==> config.mk <==
export PLATFORM = sky130hd
export DESIGN_NAME = euclidean_distance
export DESIGN_NICKNAME = d
export VERILOG_FILES = /design/src/hw/rtl/ed_pkg.sv /design/src/hw/rtl/euclidean_distance.sv /design/src/hw/rtl/ed_sqrt.sv
export SDC_FILE = /design/constraint.sdc
export NUM_CORES = 1
export LEC_CHECK = 0
export BUFFER_PORTS_ARGS = -buffer_cell sky130_fd_sc_hd__buf_4
export CAP_MARGIN = 20
export CORE_MARGIN = 2
export CORE_UTILIZATION = 50
export DETAILED_ROUTE_END_ITERATION = 10
export GPL_TIMING_DRIVEN = 0
export HOLD_SLACK_MARGIN = 0.15
export PLACE_DENSITY = 0.73
export SETUP_SLACK_MARGIN = 0.02
export SLEW_MARGIN = 20
export SYNTH_ARGS = -nofsm -noshare
export SYNTH_HDL_FRONTEND = slang
export SYNTH_SLANG_ARGS = --single-unit
==> constraint.sdc <==
create_clock -name clk_i -period 10.55 [get_ports clk_i]
set_clock_uncertainty 0.2 [all_clocks]
set_input_delay 3.165 -clock clk_i [delete_from_list [all_inputs] [get_ports clk_i]]
set_output_delay 3.165 -clock clk_i [all_outputs]
set_load 0.02 [all_outputs]
==> src/hw/rtl/ed_pkg.sv <==
// Shared types and constants for the euclidean_distance block.
// No dependencies; used by ed_sqrt and euclidean_distance.
package ed_pkg;

  // Result width of the distance field, unsigned Q16.8.
  localparam int unsigned DIST_W = 24;

  // Status of the iterative square-root unit.
  typedef struct packed {
    logic busy;  // iterations in progress
    logic done;  // one-cycle pulse after the final iteration
  } sqrt_stat_t;

endpackage

==> src/hw/rtl/euclidean_distance.sv <==
// Streaming L2 distance between two signed fixed-point vectors.
// Depends on ed_pkg (types, constants) and ed_sqrt (iterative root unit).
//
//  channel  | direction | fields
//  ---------+-----------+--------------------------------------------------
//  s_axis   | in        | tdata: a_value, b_value (Q8.8); tlast: last
//  m_axis   | out       | tdata: distance (Q16.8); tuser: saturated
//
// Steps: a pair with last low passes accept, square and accumulate, and the
// next pair is taken only once the sequencer is back in idle. A pair with last
// high adds the root: (ACC_WIDTH+1)/2 iterations of the one-bit-per-cycle root
// unit, then a handoff through the root-wait and emit states.
// Reset: rst_ni clears the control state, the running sum and the flag.
// Stalls: a result waits in the output register; the next request is taken
// meanwhile, and only the emit step holds while that register is still full.
module euclidean_distance #(
  parameter int unsigned SAMPLE_WIDTH = 16,
  parameter int unsigned ACC_WIDTH    = 48
) (
  input  logic                                  clk_i,
  input  logic                                  rst_ni,
  // slave side
  input  logic                                  s_axis_tvalid,
  output logic                                  s_axis_tready,
  // [SAMPLE_WIDTH-1:0] a_value, [2*SAMPLE_WIDTH-1:SAMPLE_WIDTH] b_value, zero pad
  input  logic [((2*SAMPLE_WIDTH+7)/8)*8-1:0]   s_axis_tdata,
  input  logic                                  s_axis_tlast,
  // master side
  output logic                                  m_axis_tvalid,
  input  logic                                  m_axis_tready,
  // [23:0] distance
  output logic [ed_pkg::DIST_W-1:0]             m_axis_tdata,
  // [0] saturated
  output logic                                  m_axis_tuser
);

  localparam int unsigned SW    = SAMPLE_WIDTH;
  localparam int unsigned RW    = (ACC_WIDTH + 1) / 2;
  localparam int unsigned SUM_W = ((ACC_WIDTH > 2*SW) ? ACC_WIDTH : 2*SW) + 1;
  localparam int unsigned DW    = ed_pkg::DIST_W;

  // Sequencer states
  localparam logic [2:0] ST_IDLE   = 3'd0;
  localparam logic [2:0] ST_SQUARE = 3'd1;
  localparam logic [2:0] ST_ACCUM  = 3'd2;
  localparam logic [2:0] ST_ROOT   = 3'd3;
  localparam logic [2:0] ST_EMIT   = 3'd4;

  logic [2:0]           state_q, state_d;
  logic signed [SW:0]   diff_q, diff_d;
  logic                 last_q;
  logic [2*SW-1:0]      sq_q, sq_d;
  logic [ACC_WIDTH-1:0] acc_q, acc_d;
  logic                 ovf_q, ovf_d;
  logic                 out_valid_q, out_valid_d;
  logic [DW-1:0]        dist_q;
  logic                 sat_q;

  logic                 in_fire;
  logic                 emit_fire;
  logic [SW-1:0]        a_val, b_val;
  logic [SW:0]          diff_neg;
  logic [SW-1:0]        mag;
  logic [SUM_W-1:0]     sum_ext;
  logic                 sum_ovf;
  logic                 sqrt_start;
  ed_pkg::sqrt_stat_t   sqrt_stat;
  logic [RW-1:0]        root;
  logic [DW-1:0]        dist_clamped;
  logic                 root_clamp;

  // ---------------------------------------------------------------------
  // Input capture: take the difference at once, the pair is not kept.
  // ---------------------------------------------------------------------
  assign s_axis_tready = (state_q == ST_IDLE);
  assign in_fire       = s_axis_tvalid && s_axis_tready;

  assign a_val  = s_axis_tdata[SW-1:0];
  assign b_val  = s_axis_tdata[2*SW-1:SW];
  assign diff_d = $signed({a_val[SW-1], a_val}) - $signed({b_val[SW-1], b_val});

  // |a - b| < 2^SW, so the magnitude fits the sample width.
  assign diff_neg = -diff_q;
  assign mag      = diff_q[SW] ? diff_neg[SW-1:0] : diff_q[SW-1:0];
  assign sq_d     = (2*SW)'(mag) * (2*SW)'(mag);

  // Saturating accumulate: any carry beyond the accumulator pins it at max.
  assign sum_ext = SUM_W'(acc_q) + SUM_W'(sq_q);
  assign sum_ovf = |sum_ext[SUM_W-1:ACC_WIDTH];

  assign emit_fire = (state_q == ST_EMIT) && (!out_valid_q || m_axis_tready);

  // ---------------------------------------------------------------------
  // Sequencer
  // ---------------------------------------------------------------------
  always_comb begin
    state_d    = state_q;
    acc_d      = acc_q;
    ovf_d      = ovf_q;
    sqrt_start = 1'b0;
    unique case (state_q)
      ST_IDLE: begin
        if (in_fire) state_d = ST_SQUARE;
      end
      ST_SQUARE: begin
        state_d = ST_ACCUM;
      end
      ST_ACCUM: begin
        if (sum_ovf) begin
          acc_d = '1;
          ovf_d = 1'b1;
        end else begin
          acc_d = sum_ext[ACC_WIDTH-1:0];
        end
        if (last_q) begin
          sqrt_start = 1'b1;
          state_d    = ST_ROOT;
        end else begin
          state_d = ST_IDLE;
        end
      end
      ST_ROOT: begin
        if (sqrt_stat.done) state_d = ST_EMIT;
      end
      ST_EMIT: begin
        // Hold until the output register is free, then clear the sum.
        if (emit_fire) begin
          acc_d   = '0;
          ovf_d   = 1'b0;
          state_d = ST_IDLE;
        end
      end
      default: begin
        state_d = ST_IDLE;
      end
    endcase
  end

  // ---------------------------------------------------------------------
  // Root unit, shared over all bits of the result
  // ---------------------------------------------------------------------
  ed_sqrt #(
    .OP_WIDTH (ACC_WIDTH)
  ) u_sqrt (
    .clk_i     (clk_i),
    .rst_ni    (rst_ni),
    .start_i   (sqrt_start),
    .operand_i (acc_d),
    .stat_o    (sqrt_stat),
    .root_o    (root)
  );

  // Clamp a root that is wider than the distance field.
  generate
    if (RW > DW) begin : g_clamp
      assign root_clamp   = |root[RW-1:DW];
      assign dist_clamped = root_clamp ? '1 : root[DW-1:0];
    end else begin : g_noclamp
      assign root_clamp   = 1'b0;
      assign dist_clamped = DW'(root);
    end
  endgenerate

  // ---------------------------------------------------------------------
  // Output register
  // ---------------------------------------------------------------------
  always_comb begin
    out_valid_d = out_valid_q;
    if (m_axis_tready) out_valid_d = 1'b0;
    if (emit_fire) out_valid_d = 1'b1;
  end

  always_ff @(posedge clk_i or negedge rst_ni) begin
    if (!rst_ni) begin
      state_q     <= ST_IDLE;
      acc_q       <= '0;
      ovf_q       <= 1'b0;
      out_valid_q <= 1'b0;
    end else begin
      state_q     <= state_d;
      acc_q       <= acc_d;
      ovf_q       <= ovf_d;
      out_valid_q <= out_valid_d;
    end
  end

  always_ff @(posedge clk_i) begin
    if (in_fire) begin
      diff_q <= diff_d;
      last_q <= s_axis_tlast;
    end
    if (state_q == ST_SQUARE) sq_q <= sq_d;
    if (emit_fire) begin
      dist_q <= dist_clamped;
      sat_q  <= ovf_q || root_clamp;
    end
  end

  assign m_axis_tvalid = out_valid_q;
  assign m_axis_tdata  = dist_q;
  assign m_axis_tuser  = sat_q;

  // ---------------------------------------------------------------------
  // Assertions
  // ---------------------------------------------------------------------
  // The root unit runs only while the block refuses new requests.
  a_busy_not_ready: assert property (@(posedge clk_i) disable iff (!rst_ni)
    sqrt_stat.busy |-> !s_axis_tready)
    else $error("root unit busy while input ready");

  // The root finishes only while the sequencer waits for it.
  a_done_in_root: assert property (@(posedge clk_i) disable iff (!rst_ni)
    sqrt_stat.done |-> (state_q == ST_ROOT))
    else $error("root done outside root wait");

  // An emitted result shows up and leaves a cleared sum behind.
  a_emit_clears: assert property (@(posedge clk_i) disable iff (!rst_ni)
    emit_fire |=> (m_axis_tvalid && (acc_q == '0) && !ovf_q))
    else $error("emit did not present result or clear sum");

  // The root starts only for a final pair, in the accumulate step after its square step.
  a_start_from_accum: assert property (@(posedge clk_i) disable iff (!rst_ni)
    sqrt_start |-> (last_q && $past(state_q) == ST_SQUARE))
    else $error("root started without a final pair");

endmodule

==> src/hw/rtl/ed_sqrt.sv <==
// Iterative floor square root, one result bit per cycle (restoring method).
// Depends on ed_pkg for the status struct.
module ed_sqrt #(
  parameter int unsigned OP_WIDTH = 48
) (
  input  logic                      clk_i,
  input  logic                      rst_ni,
  input  logic                      start_i,
  input  logic [OP_WIDTH-1:0]       operand_i,
  output ed_pkg::sqrt_stat_t        stat_o,
  output logic [(OP_WIDTH+1)/2-1:0] root_o
);

  localparam int unsigned RW = (OP_WIDTH + 1) / 2;
  localparam int unsigned CW = $clog2(RW + 1);

  logic [2*RW-1:0] x_q, x_d;
  logic [RW+1:0]   rem_q, rem_d;
  logic [RW-1:0]   root_q, root_d;
  logic [CW-1:0]   cnt_q, cnt_d;
  logic            busy_q, busy_d;
  logic            done_q, done_d;

  logic [RW+3:0]   rem_sh;
  logic [RW+3:0]   trial;
  logic [RW+3:0]   diff;
  logic            take;

  // Bring down the next two operand bits and test root*4+1 against the shifted remainder.
  assign rem_sh = {rem_q, x_q[2*RW-1 -: 2]};
  assign trial  = (RW+4)'({root_q, 2'b01});
  assign take   = (rem_sh >= trial);
  assign diff   = rem_sh - trial;

  always_comb begin
    x_d    = x_q;
    rem_d  = rem_q;
    root_d = root_q;
    cnt_d  = cnt_q;
    busy_d = busy_q;
    done_d = 1'b0;
    if (start_i) begin
      x_d    = (2*RW)'(operand_i);
      rem_d  = '0;
      root_d = '0;
      cnt_d  = CW'(RW);
      busy_d = 1'b1;
    end else if (busy_q) begin
      x_d    = x_q << 2;
      rem_d  = take ? diff[RW+1:0] : rem_sh[RW+1:0];
      root_d = {root_q[RW-2:0], take};
      cnt_d  = cnt_q - CW'(1);
      if (cnt_q == CW'(1)) begin
        busy_d = 1'b0;
        done_d = 1'b1;
      end
    end
  end

  always_ff @(posedge clk_i or negedge rst_ni) begin
    if (!rst_ni) begin
      cnt_q  <= '0;
      busy_q <= 1'b0;
      done_q <= 1'b0;
    end else begin
      cnt_q  <= cnt_d;
      busy_q <= busy_d;
      done_q <= done_d;
    end
  end

  always_ff @(posedge clk_i) begin
    x_q    <= x_d;
    rem_q  <= rem_d;
    root_q <= root_d;
  end

  assign stat_o.busy = busy_q;
  assign stat_o.done = done_q;
  assign root_o      = root_q;

endmodule

* Yosys cells after proc, flatten, opt, wreduce, memory -nomap -nowiden
Index checks and enable logic that the tools add are counted.
** Word-level totals
- Logic and storage cells :: 68
- Input bits :: 37
- Register bits :: 233
- Output and inout port bits :: 27
** Operators by class
- Equal/unequal tests :: 9
- Reductions and logical operators :: 10
- $lt $le $gt $ge :: 1
- $add $sub $neg :: 5
- $mul :: 1
- Mux-type cells :: 27
** Operators by type and width (count)
- $mux W48 :: 4
- $pmux W48 S2 :: 1
- $add A48 B32 Y49 :: 1
- $mul A16 B16 Y32 :: 1
- $ge A28 B26 Y1 :: 1
- $mux W26 :: 1
- $sub A26 B26 Y26 :: 1
- $sub A16 B16 Y17 :: 1
- $mux W16 :: 1
- $neg A16 Y16 :: 1
- $pmux W3 S5 :: 1
- $mux W1 :: 12
- $mux W5 :: 2
- $mux W3 :: 3
- $eq A3 B2 Y1 const B :: 2
- $reduce_and A3 Y1 :: 2
- $reduce_bool A2 Y1 :: 3
- $eq A5 B1 Y1 const B :: 1
- $sub A5 B1 Y5 const B :: 1
- $ne A2 B1 Y1 const B :: 2
- $ne A2 B2 Y1 const B :: 2
- $eq A3 B1 Y1 const B :: 1
- $eq A3 B3 Y1 const B :: 1
- $logic_not A3 Y1 :: 1
- other kinds (5) :: 6

* Depth between registers and ports, before layout
Gate-level depths: netlist of run 1.
- Word-level depth :: 6
- Mapped depth :: 31
- Depth with buffers taken out :: 29

* By module
Synthesis of run 1 repeated with hierarchy kept, for this count alone.
** Second synthesis, totals
- Cell total of the unflattened synthesis :: 2090
- Area total of the unflattened synthesis :: 20180.6 um2
** By module, submodules not included
- euclidean_distance :: area an instance 14340.0 um2, sequential area each 3548.4 um2, times used 1, cells each 1521
- ed_sqrt :: area an instance 5840.6 um2, sequential area each 2617.5 um2, times used 1, cells each 569

* Worst setup path after synthesis of run 1
No wires, ideal clock.
- Kind :: register to register
- Start :: reg diff_q[0]
- End :: reg sq_q[30] (data pin)
- Arrival :: 7.579 ns
- Period minus slack after synthesis :: 8.042 ns
- Stages on the path, launching flop included :: 31
- Setup time :: 0.263 ns
- Data required time :: 10.087 ns
- Slack :: 2.508 ns
- Buffers on the path :: 1
- Cells stage by stage :: edfxtp_1 clkinv_1 clkbuf_1 ha_1 nand2_1 o41ai_1 xor2_1 clkinv_1 nand2_1 inv_1 fa_1 inv_1 fa_1 inv_1 fa_1 inv_1 fa_1 inv_1 fa_1 inv_1 fa_1 inv_1 ha_1 and2_1 a221oi_1 o32ai_1 o221a_2 a31oi_1 o21ai_1 o41ai_2 xnor2_1
** Between the ends
- Cells in the longest elaborated chain, start to end :: 3
** RTL lines
- start: declaration :: line euclidean_distance.sv:50 : logic signed [SW:0] diff_q, diff_d;
- start signal: assignment :: line euclidean_distance.sv:189 : diff_q <= diff_d;
- $neg A16 Y16 :: line euclidean_distance.sv:83 : assign diff_neg = -diff_q;
- $mux W16 (*) :: line euclidean_distance.sv:84 : assign mag = diff_q[SW] ? diff_neg[SW-1:0] : diff_q[SW-1:0];
- $mul A16 B16 Y32 (*) :: line euclidean_distance.sv:85 : assign sq_d = (2*SW)'(mag) * (2*SW)'(mag);
- net sq_d[30] :: line euclidean_distance.sv:52 : logic [2*SW-1:0] sq_q, sq_d;
- end signal: assignment :: line euclidean_distance.sv:192 : if (state_q == ST_SQUARE) sq_q <= sq_d;
- end: declaration :: line euclidean_distance.sv:52
Mark *: on every way through the listed nets, which the timed path passes. The rest lies on a longest branch.
A chain may end at the register's enable or synchronous reset.

* Worst setup path after layout of run 1
Same ends and word-level chain as after synthesis.

==> run metrics, run 1 <==
top cell type's share of synthesized area=0.182; Syn Nets=2539; WL met2=23200 µm; Residual DRC=0; min-delay worst type=register to register; Top Layer Used=met4; Post-Syn Area=0.0201 mm²; share of layout cells above drive strength 1=0.0665; Setup crit start kind=register; sequential share of the synthesized area=0.306; Post-synth EDFFs=122; Max-Cap Viols=0; R2R depth=26; Core Box Area=0.0397 mm²; I/O Pins=64; hold buffers post-CTS=0; FF-to-FF setup slack=0.56 ns; vias in the first global route=16187; status=completed; WHS Path Cells=0; Total Wirelength=46100 µm; Distinct cells, synth=79; largest buffer count on any clock path=3; vias per std cell=5.55; postcts setup bufs=0; hold path endpoint=m_axis_tuser$_DFFE_PP_; DRT Pass-1 Iters=5; Slew headroom=0.270; critical-path maximum fanout=11; clock sink count=232; GRT overflow=0; mean area per synthesized cell=9.31 µm²; Synth Instances=2163; CTS tree=yes; vias=15582; Port Buffer Count=63; crit path kind=register to register; M1 WL=19500 µm; CTS Buf Count=27; reg2reg end=sq_q[30]$_DFFE_PP_; setup violators final=0; Worst-Skew Late Latency=0.57 ns; initial antenna violation count=0; Setup TNS=0 ns; Yosys reg bits=232; Synth area leaders=edfxtp_1, fa_1, ha_1; dominant synthesized flop cell=edfxtp_1; Multi-input gate area=0.0125 mm²; top cell type by total area after synthesis=edfxtp_1; drt first-iter violations=899; Die X=205 µm; ys async rst share=0.259; Worst Max-Slew Pin Slew=1.09 ns; H-tree depth=1; fin crit share=0.947; largest net degree at the start of global routing=61; Starting Density=0.507; Final Hold Viols=0; RSZ-0062 raised after global routing=no; Area growth, synth to finish=10.6%; gr usage total=0.227; RD Place Congestion=0.919; CP endpoint kind=register; reg2reg start=diff_q[0]$_DFFE_PP_; CTS clock-pin slew for the worst setup and hold paths=0.06 ns; hold_sp=ovf_q$_DFFE_PN0P_; register area=0.00617 mm²; Min Clock Period, post-route=9.99 ns; HPWL Detailed=36300 µm; Ys Warns=0; Die Footprint=0.0419 mm²; Wirelength per Cell=16.4 µm; DRT antenna net count=0; metal3 WL=2090 µm; Fill cells=3524; Critical Path RT=10.64 ns; CP arrival=10.08 ns; final slew viol count=0; highest clock rate=100 MHz; fin nets=2639; row count=73; first-pass GRT wire length=77900 µm; antenna cell count=0; CTS root buf=clkbuf_16; die height=205 µm; CTS resizes=0
through the flow:
| stage | hold WS (ns) | worst slack (ns) | instances | utilization | cell area [µm²] |
|---|---|---|---|---|---|
| final | 0.269 | 0.562 | 2809 | 0.561 | 22300 |
| after global routing | 0.284 | 0.0602 | 2809 | 0.561 | 22300 |
| after CTS | 0.269 | 0.376 | 2809 | 0.561 | 22300 |
| after detailed placement | 0.252 | 0.406 | 2759 | 0.538 | 21400 |
| after global placement | 0.251 | 0.604 | 2751 | 0.535 | 21300 |
| after floorplan | 0.226 | 2.51 | 2163 | - | 20100 |
layer usage:
metal,vias to the layer above,track usage
li1,7522,-
met1,7606,0.276
met2,362,0.417
met3,92,0.0297
met4,0,0.0686
met5,-,0
registers in the layout, summed over array words and instances (netlist names):
register / count
m_axis_tvalid: 1
m_axis_tuser: 1
state_q: 3
u_sqrt.cnt_q: 5
m_axis_tdata: 24
u_sqrt.done_q: 1
diff_q: 17
acc_q: 48
u_sqrt.rem_q: 26
u_sqrt.busy_q: 1
u_sqrt.x_q: 48
u_sqrt.root_o: 24
ovf_q: 1
last_q: 1
sq_q: 31
final cells by class:
| class | count | area share |
|---|---|---|
| clock inverters | 10 | 0.00449 |
| inverters | 313 | 0.0529 |
| plain buffers | 72 | 0.0132 |
| multi-input cells | 1546 | 0.562 |
| clock buffers | 40 | 0.0362 |
| repair buffers | 71 | 0.0248 |
| well taps | 525 | 0.0295 |
| flip-flops and latches | 232 | 0.277 |
worst max-delay path, cell delays in order (launching register included):
cell and delay, ns:
edfxtp_1 0.55, clkinv_1 0.29, clkbuf_1 0.57, ha_1 0.34, nand3_1 0.15, o21ai_0 0.24, xor2_1 0.87, clkinv_1 0.61
nand2_1 0.25, inv_1 0.08, fa_1 0.52, inv_1 0.06, fa_1 0.49, inv_1 0.06, fa_1 0.52, fa_1 0.44
fa_1 0.52, fa_1 0.49, ha_1 0.35, and2_1 0.19, a221oi_1 0.49, o32ai_1 0.29, o221a_2 0.35, a31oi_1 0.25
o21ai_1 0.16, o41ai_2 0.29, xnor2_1 0.12
cell usage in the layout, fill, tap and decap left out, drive strengths merged, types with 7 or more instances in the layout:
| cell | synthesis | routed |
|---|---|---|
| inv | 306 | 307 |
| nor2 | 224 | 224 |
| nand2 | 189 | 189 |
| ha | 173 | 173 |
| fa | 166 | 166 |
| o21ai | 129 | 129 |
| edfxtp | 122 | 122 |
| a21oi | 109 | 109 |
| clkbuf | 59 | 99 |
| buf | 13 | 84 |
| xnor2 | 81 | 81 |
| dfrtp | 60 | 60 |
| nand3 | 59 | 59 |
| dfxtp | 50 | 50 |
| mux2i | 47 | 47 |
| xor2 | 43 | 43 |
| nor3 | 36 | 36 |
| a211oi | 35 | 35 |
| a21o | 30 | 30 |
| nor2b | 21 | 21 |
| and3 | 17 | 17 |
| a31oi | 15 | 15 |
| nand4 | 14 | 14 |
| clkinv | 7 | 14 |
| nand2b | 13 | 13 |
| o21a | 13 | 13 |
| o21bai | 12 | 12 |
| o31ai | 9 | 9 |
| nor4 | 7 | 7 |
| o211ai | 7 | 7 |
| a311oi | 7 | 7 |
kinds of logic after synthesis:
logic type / Yosys count / share of synthesized area
AOI/OAI and AO/OA: 422 / 0.136
muxes: 48 / 0.0239
adders and majority gates: 339 / 0.272
DFF: 232 / 0.306
xor gates and xnor gates: 124 / 0.0539
and+or+nand+nor: 613 / 0.135
buffers and inverters: 385 / 0.0729
Yosys cell counts (21+ instances only):
cell type,n
xor2_1,43
nor2_1,222
nor2b_1,21
dfxtp_1,50
xnor2_1,81
edfxtp_1,122
a211oi_1,34
a21o_1,30
clkbuf_1,59
nand3_1,59
dfrtp_1,60
nor3_1,36
inv_1,306
nand2_1,189
fa_1,166
o21ai_0,119
a21oi_1,106
ha_1,173
mux2i_1,47
how the worst max path moves through the flow:
stage	startpoint	endpoint	slack [ns]	cells after the start
6_report	diff_q[0]$_DFFE_PP_	sq_q[30]$_DFFE_PP_	0.56	26
5_1_grt	diff_q[0]$_DFFE_PP_	sq_q[30]$_DFFE_PP_	0.06	26
4_1_cts	diff_q[0]$_DFFE_PP_	sq_q[30]$_DFFE_PP_	0.38	30
3_5_place_dp	diff_q[0]$_DFFE_PP_	sq_q[30]$_DFFE_PP_	0.41	30
3_3_place_gp	diff_q[0]$_DFFE_PP_	sq_q[30]$_DFFE_PP_	0.60	30
2_1_floorplan	diff_q[0]$_DFFE_PP_	sq_q[30]$_DFFE_PP_	2.51	30
Power of run 1 is left out: the tool's default activity adds up to more than one toggle a clock period on the data nets, which glitch-free logic cannot reach.
==> inputs of run 2 (changes only) <==
- CELL_PAD_IN_SITES_DETAIL_PLACEMENT: unset -> 1
- CELL_PAD_IN_SITES_GLOBAL_PLACEMENT: unset -> 2
- CORE_UTILIZATION: 50 -> 41
- PLACE_DENSITY: 0.73 -> 0.88
==> run 2 against run 1 <==
Effect of this change:
- global-route usage is 0.55 points lower
- routed wire length up 18%
- via count grew 1.9%
- count of clock-buffer cells in the layout is 3 lower
- first-iteration DRC count decreased by 21%
- hold slack worse by 0.0078 ns
- flip-flop and latch count did not move
- register-to-register slack gained 0.31 ns
- core utilization down 10 points
- die area increased by 22%
- critical endpoint unchanged
- largest cell class unchanged
==> run metrics, run 2 (same netlist as run 1, synthesis figures left out) <==
status=completed (unchanged); row count=81 (was 73); final slew viol count=0 (unchanged); Max-Cap Viols=0 (unchanged); DRT antenna net count=0 (unchanged); vias=15885 (was 15582); setup violators final=0 (unchanged); Crit path top cell by count=inv_1 (was fa_1); DRT Pass-1 Iters=5 (unchanged); crit path kind=register to register (unchanged); Starting Density=0.413 (was 0.507); RD Place Congestion=0.887 (was 0.919); Slew headroom=0.210 (was 0.270); first-pass GRT wire length=90700 µm (was 77900 µm); Final Hold Viols=0 (unchanged); slowest stage delay, CP=0.71 ns (was 0.87 ns); Residual DRC=0 (unchanged); Die Footprint=0.0509 mm² (was 0.0419 mm²); postcts setup bufs=0 (unchanged); hold buffers post-CTS=0 (unchanged); Setup TNS=0 ns (unchanged); Fill cells=5635 (was 3524); Multi-input gate area=0.0126 mm² (was 0.0125 mm²); largest net degree at the start of global routing=61 (unchanged); min-delay worst type=register to register (unchanged); clock sink count=232 (unchanged); H-tree depth=1 (unchanged); antenna cell count=0 (unchanged); Core Box Area=0.0487 mm² (was 0.0397 mm²); CTS tree=yes (unchanged); Worst-Skew Late Latency=0.56 ns (was 0.57 ns); RSZ-0062 raised after global routing=no (unchanged); gr usage total=0.222 (was 0.227); Die X=226 µm (was 205 µm); GRT overflow=0 (unchanged); Final Cell Area=0.0225 mm² (was 0.0223 mm²); CTS clock-pin slew for the worst setup and hold paths=0.06 ns (about the same); critical-path maximum fanout=18 (was 11); Critical Path RT=10.65 ns (was 10.64 ns); drt first-iter violations=712 (was 899); Area growth, synth to finish=11.6% (was 10.6%); Worst Max-Slew Pin Slew=1.18 ns (was 1.09 ns); commonest non-fill, non-tap cell in the layout=inv_1 (unchanged); most frequent cells in the layout=inv_1, nor2_1, nand2_1 (unchanged); CP endpoint kind=register (unchanged); CP arrival=9.77 ns (was 10.08 ns); Total Wirelength=54400 µm (was 46100 µm); Setup crit start kind=register (unchanged); CTS Buf Count=28 (was 27); highest clock rate=103 MHz (was 100 MHz); Max stage delay cell, worst path=clkinv_1 (was xor2_1); CTS root buf=clkbuf_16 (unchanged); share of layout cells above drive strength 1=0.0670 (was 0.0665); largest buffer count on any clock path=3 (unchanged); Port Buffer Count=63 (unchanged); area of placed instances=0.0215 mm² (was 0.0214 mm²); fin crit share=0.917 (was 0.947); initial antenna violation count=0 (unchanged); register area=0.00617 mm² (unchanged); vias in the first global route=17666 (was 16187); Wirelength per Cell=18.5 µm (was 16.4 µm); final core occ=0.461 (was 0.561); die height=226 µm (was 205 µm); Min Clock Period, post-route=9.67 ns (was 9.99 ns); HPWL Detailed=43300 µm (was 36300 µm); I/O Pins=64 (unchanged); fin nets=2638 (was 2639); biggest regs=acc_q: 48 flops, u_sqrt.x_q: 48 flops, sq_q: 31 flops (unchanged); vias per std cell=5.39 (was 5.55)
run 2: changes by cell type in the layout (fill, tap and decap cells not counted), sizes merged:
cell / change
bufinv: +2
clkbuf: -4
clkinvlp: +2
inv: +1
buf: -1
run 2: final timing paths:
check / from / to / slack, ns / depth (start not counted)
worst min-delay path: ovf_q$_DFFE_PN0P_ / m_axis_tuser$_DFFE_PP_ / 0.26 / 0
max in group asynchronous: rst_ni / acc_q[29]$_DFF_PN0_ / 7.04 / 1
min in group asynchronous: rst_ni / ovf_q$_DFFE_PN0P_ / 2.53 / 1
worst min register to register: ovf_q$_DFFE_PN0P_ / m_axis_tuser$_DFFE_PP_ / 0.26 / 0
worst max register to register: diff_q[0]$_DFFE_PP_ / sq_q[30]$_DFFE_PP_ / 0.88 / 29
worst max-delay path: diff_q[0]$_DFFE_PP_ / sq_q[30]$_DFFE_PP_ / 0.88 / 29
run 2: timing repair:
| action | CTS | global route |
|---|---|---|
| resized for setup | 0 | 2 |
| setup endpoints to repair | 0 | 6 |
| endpoints found under the hold margin | 0 | 0 |
run 2: cell type report:
type | count | area share
clock buffers | 37 | 0.0341
flip-flops and latches | 232 | 0.274
repair buffers | 70 | 0.0237
well taps | 664 | 0.0369
multi-input cells | 1546 | 0.559
clock inverters | 15 | 0.00735
inverters | 313 | 0.0523
plain buffers | 71 | 0.0129
run 2: critical path, delay by kind of cell (launching register included):
kind / cells / cell delay [ns]
buffers and inverters: 9 / 1.70
AND/OR/NAND/NOR: 3 / 0.60
flip-flops: 1 / 0.59
AO/OA/AOI/OAI: 7 / 1.79
adder cells (fa/ha/maj): 8 / 3.83
XOR/XNOR: 2 / 0.67
run 2: per-stage QoR:
stage | hold slack [ns] | std cells | worst slack (ns)
after floorplan | 0.226 | 2163 | 2.51
after global placement | 0.254 | 2890 | 0.422
after detailed placement | 0.246 | 2897 | 0.302
after CTS | 0.263 | 2949 | 0.273
after global routing | 0.275 | 2948 | 0.273
final | 0.261 | 2948 | 0.876
run 2: routing by layer:
metal,up-vias,global-route usage,routed length (µm)
li1,7494,-,-
met1,8040,0.268,23400
met2,250,0.412,27700
met3,101,0.0230,1640
met4,0,0.0703,1650
met5,-,0,0
Power of run 2 is left out for the same reason.
